[src/hw/rtl/desa_pkg.sv]
`timescale 1ns / 1ps
// ----------------------------------------------------------------------------
// desa_pkg
// Shared constants, opcodes and controller/datapath handshake types for the
// double-ended stack allocator.
// ----------------------------------------------------------------------------
package desa_pkg;

  localparam int BUFFER_BYTES = 4096;
  localparam int HEADER_BYTES = 4;
  localparam int ADDR_W       = $clog2(BUFFER_BYTES);
  localparam int TOP_W        = ADDR_W + 1;
  localparam int CALC_W       = TOP_W + 5;

  localparam logic [1:0] OP_ALLOC = 2'd0;
  localparam logic [1:0] OP_FREE  = 2'd1;
  localparam logic [1:0] OP_RESET = 2'd2;

  typedef struct packed {
    logic capture;
    logic calc;
    logic commit;
  } desa_cmd_t;

  typedef struct packed {
    logic out_busy;
  } desa_status_t;

  // Mask of the bits below the highest set bit: alignment minus one after
  // rounding down to a power of two. Zero gives an empty mask.
  function automatic logic [ADDR_W-1:0] align_mask(input logic [TOP_W-1:0] a);
    logic [ADDR_W-1:0] m;
    for (int i = 0; i < ADDR_W; i++) begin
      m[i] = (a >> (i + 1)) != '0;
    end
    return m;
  endfunction

endpackage

[src/hw/rtl/desa_ctrl.sv]
`timescale 1ns / 1ps
// ----------------------------------------------------------------------------
// desa_ctrl
// Sequencer: accept a request, align, then check and commit the result.
// ----------------------------------------------------------------------------
module desa_ctrl (
  input  logic                  clk,
  input  logic                  rst,
  input  logic                  req_valid,
  output logic                  req_ready,
  input  desa_pkg::desa_status_t status,
  output desa_pkg::desa_cmd_t    cmd
);
  import desa_pkg::*;

  localparam logic [1:0] S_IDLE  = 2'd0;
  localparam logic [1:0] S_CALC  = 2'd1;
  localparam logic [1:0] S_CHECK = 2'd2;

  logic [1:0] state;
  logic [1:0] state_next;

  always_ff @(posedge clk) begin
    if (rst) begin
      state <= S_IDLE;
    end else begin
      state <= state_next;
    end
  end

  always_comb begin
    state_next  = state;
    cmd         = '0;
    req_ready   = 1'b0;
    case (state)
      S_IDLE: begin
        req_ready = 1'b1;
        if (req_valid) begin
          cmd.capture = 1'b1;
          state_next  = S_CALC;
        end
      end
      S_CALC: begin
        cmd.calc   = 1'b1;
        state_next = S_CHECK;
      end
      S_CHECK: begin
        // hold until the output register can take the result
        if (!status.out_busy) begin
          cmd.commit = 1'b1;
          state_next = S_IDLE;
        end
      end
      default: begin
        state_next = S_IDLE;
      end
    endcase
  end

endmodule

[config.mk]
export PLATFORM = sky130hd
export DESIGN_NAME = desa_ctrl
export DESIGN_NICKNAME = d
export VERILOG_FILES = /design/src/hw/rtl/desa_pkg.sv /design/src/hw/rtl/desa_ctrl.sv
export SDC_FILE = /design/constraint.sdc
export NUM_CORES = 1
export LEC_CHECK = 0
export ABC_AREA = 1
export BUFFER_PORTS_ARGS = -buffer_cell sky130_fd_sc_hd__buf_4
export CAP_MARGIN = 20
export CORE_AREA = 8 8 45 47
export DETAILED_ROUTE_END_ITERATION = 10
export DIE_AREA = 0 0 53 55
export REMOVE_ABC_BUFFERS = 1
export SLEW_MARGIN = 30
export SYNTH_ARGS = -nofsm -noshare
export SYNTH_HDL_FRONTEND = slang
export SYNTH_SLANG_ARGS = --single-unit
[constraint.sdc]
create_clock -name clk -period 0.8 [get_ports clk]
set_input_delay 0.24 -clock clk [delete_from_list [all_inputs] [get_ports clk]]
set_output_delay 0.24 -clock clk [all_outputs]
set_load 0.05 [all_outputs]
**Word-level counts from Yosys, hierarchy flattened**

Cells that the tools add are included.

- Mux-type cells: 9
- Reductions and logical operators: 2
- Equality and inequality tests: 4

Operator list:

| cell | count |
|---|---|
| $mux W1 | 6 |
| $pmux W2 S3 | 1 |
| $mux W2 | 2 |
| $ne A2 B2 Y1 const B | 2 |
| $eq A2 B1 Y1 const B | 1 |
| $eq A2 B2 Y1 const B | 1 |
| $logic_not A2 Y1 | 1 |
| $reduce_and A2 Y1 | 1 |

- Output and inout bits: 4
- Register bits after elaboration: 2
- Bits of input ports: 4

**Logic depth before layout (Yosys ltp)**

- Word-level depth: 3
- Gate-level depth with buffers: 3
- Depth with buffers taken out: 3

**Least setup slack after synthesis**

Ideal clock, no wire load.

- Kind: reg2out
- Start point: reg state[1]
- End point: out cmd[0] (netlist bit)
- Cell stages (with the launch flop): 3
- Setup slack: -0.847 ns
- Arrival: 1.407 ns
- Cells stage by stage: dfxtp_1 -> inv_2 -> nor3_1

RTL lines:

| what | line | source |
|---|---|---|
| from (decl) | desa_ctrl.sv:20 | `logic [1:0] state;` |
| from (signal assigned) | desa_ctrl.sv:27 | `state <= state_next;` |
| to (decl) | desa_ctrl.sv:12 | `output desa_pkg::desa_cmd_t cmd` |

==> summary.md <==
| Metric | Value |
|---|---|
| Status | complete, but fails checks |
| Failing checks | setup timing |
| Tot Pwr | 510 uW |
| Main combinational cell family by area after synthesis | simple AND/OR/NAND/NOR gates |
| Synth Area in Adders | 0% |
| Seq/Total Area, Yosys | 40.5% |
| Worst setup EP type | primary output |
| Area after DPL | 186 um^2 |
| Max stage delay on crit path | 0.35 ns |
| Global-route wire length before repair | 690 um |
| Tmin final | 1.16 ns |
| Clk slew on worst S/H paths | 0.03 ns |
| DIE HEIGHT | 55 um |
| DRC viols | 0 |
| Peak VDD IR | 0.000335 V |
| Area Overhead vs Synth | 191% |
| Final setup fails | 5 |
| HP Class | primary input to flip-flop |
| Slew @ Worst Pin | 0.153 ns |
| Cell variety after synth | 9 |
| Setup slack at placement | -0.204 ns |
| Avg Cell Area, Syn | 7.06 um^2 |
| Total iterations of the first detailed-routing run | 1 |
| Starting Density | 7.14% |
| Fin. max-slew vios | 0 |
| Top-level I/O count | 8 |
| Detailed Route WL | 349 um |
| Final std cells w/o fill | 46 |
| Synth Cell Area | 98.8 um^2 |
| Startpoint types | flip-flop |
| Vias | 145 |
| Global Route Usage Sum | 4.09% |
| Worst path arrival time | 0.92 ns |
| Max reg flops | 2 |
| Global route overflow | 0 |
| Mux cell area share after synthesis | 0% |
| Clk_lat worst skew | 0.22 ns |
| Cell Chain, Critical Path | inv_4 > nor3_2 > buf_6 |
| Biggest regs | state x2 |
| Hold buffers post-CTS | 0 |
| Required time worst endpoint | 0.56 ns |
| Cells after Synth | 14 |
| CTS Sinks | 2 |
| DP Wirelength | 259 um |
| Leakage | 0.000138 uW |
| GP Congestion | 0.617 |
| CTS root buf | clkbuf_4 |
| Clock H-tree levels | 1 |
| RSZ-0062 raised after global routing | yes |
| Final Net Count | 36 |
| Final Cycle Share | 145% |
| Fill cells | 155 |
| CP max FO | 3 |
| Die Wd | 53 um |
| Final hold viol count | 0 |
| Placed cells | 39 |
| Pwr dens | 1770 nW/um^2 |
| Post-route setup slack | -0.362 ns |
| # port buffers | 7 |
| Clock Path Buffers | 2 |
| CP Class | flip-flop to primary output |
| Slowest cell on crit path | dfxtp_2 |
| F_max | 0.861 GHz |
| Core area | 1380 um^2 |
| Slew margin rel. | 89.7% |
| Total CTS buffers | 3 |
| Synth warnings | 0 |
| Reg with most FFs | state |
| Vias in the first global route | 181 |
| CTS tree | yes |
| Compound-Gate Fraction of Synth Area | 8.86% |
| Synth Area in Simple Gates | 31.6% |
| Setup TNS | -1.66 ns |
| Cell row count | 14 |
| Antenna Cells | 0 |
| Flops & latches, synth | 2 |
| Share of cells above drive strength 1 | 86.7% |
| Post-route cell area | 288 um^2 |
| Largest net degree at the start of global routing | 4 |
| Worst Skew | 0.00265 ns |
| Iteration-0 DRC Markers | 0 |
| Max Cap Viol | 0 |
| Vias per inst | 3.15 |
| Antenna viol nets, final | 0 |
| Detailed-route wire length per cell | 7.59 um |
| Die area | 2920 um^2 |
| Initial antenna violation count | 0 |
| Post-synthesis xor/xnor area fraction | 0% |
==> power by group <==
group,switching (uW),internal (uW)
Combinational,95.0,77.4
Sequential,6.82,108
Clock,57.0,165
==> stage by stage <==
step / util [%] / hold WS (ns)
6_report: 20.8 / 0.187
5_1_grt: 20.8 / 0.179
4_1_cts: 18.6 / 0.178
3_5_place_dp: 13.5 / 0.423
3_3_place_gp: 13.5 / 0.421
2_1_floorplan: - / 0.302
==> repair_timing <==
item,CTS,global route
endpoints found under the setup margin,4,5
buffers inserted,4,0
pin swaps,2,2
gates resized for setup,8,7
==> cell usage after synthesis <==
cell | number | area [um^2]
a21oi_2 | 1 | 8.76
nand2_1 | 2 | 7.51
inv_2 | 1 | 3.75
nor3_1 | 1 | 5.00
dfxtp_1 | 2 | 40.0
inv_1 | 4 | 15.0
nand3_1 | 1 | 5.00
nor2_1 | 1 | 3.75
nor3_2 | 1 | 10.0
==> layout make-up <==
class / count / area [um^2] / share of cell area [%]
clock buffers: 3 / 22.5 / 7.83
flip-flops and latches: 2 / 42.5 / 14.8
repair buffers: 13 / 116 / 40.4
inverters: 5 / 21.3 / 7.39
well taps: 16 / 20.0 / 6.96
multi-input cells: 7 / 65.1 / 22.6
==> final timing paths <==
kind                                            start                     to  slack [ns]  cells past startpoint
worst min-delay path                              rst  state[1]$_SDFFE_PP0P_        0.19                      2
worst min register to register  state[1]$_SDFFE_PP0P_  state[1]$_SDFFE_PP0P_        0.48                      2
worst max-delay path            state[1]$_SDFFE_PP0P_                 cmd[0]       -0.36                      3
worst max register to register  state[0]$_SDFFE_PP0P_  state[1]$_SDFFE_PP0P_       -0.28                      7
==> cells in the final DEF (no fill, tap or decap) <==
cell	n
inv_1	3
buf_8	1
nand2_1	1
clkbuf_4	3
inv_4	1
nand2_4	1
nor2_4	1
nor3_2	2
inv_2	1
nand3_2	1
buf_6	3
buf_4	9
dfxtp_2	2
a21oi_2	1
==> cells by family after synthesis <==
| family | after synthesis |
|---|---|
| AOI/OAI and AO/OA | 1 |
| and+or+nand+nor | 6 |
| DFF | 2 |
| buffers and inverters | 5 |
==> worst max-delay path: cells and delay by family (launching register included) <==
kind,cells,cell delay [ns]
flip-flops,1,0.35
AND/OR/NAND/NOR,1,0.12
buffers and inverters,2,0.23
==> layer usage <==
metal	GRT usage [%]	vias to the layer above	share of wire (%)
met3	2.94	2	10
li1	-	74	-
met4	10.3	0	6.3
met5	0	-	0
met1	3.03	63	29
met2	3.91	6	54
(Power assumes the default switching activity.)
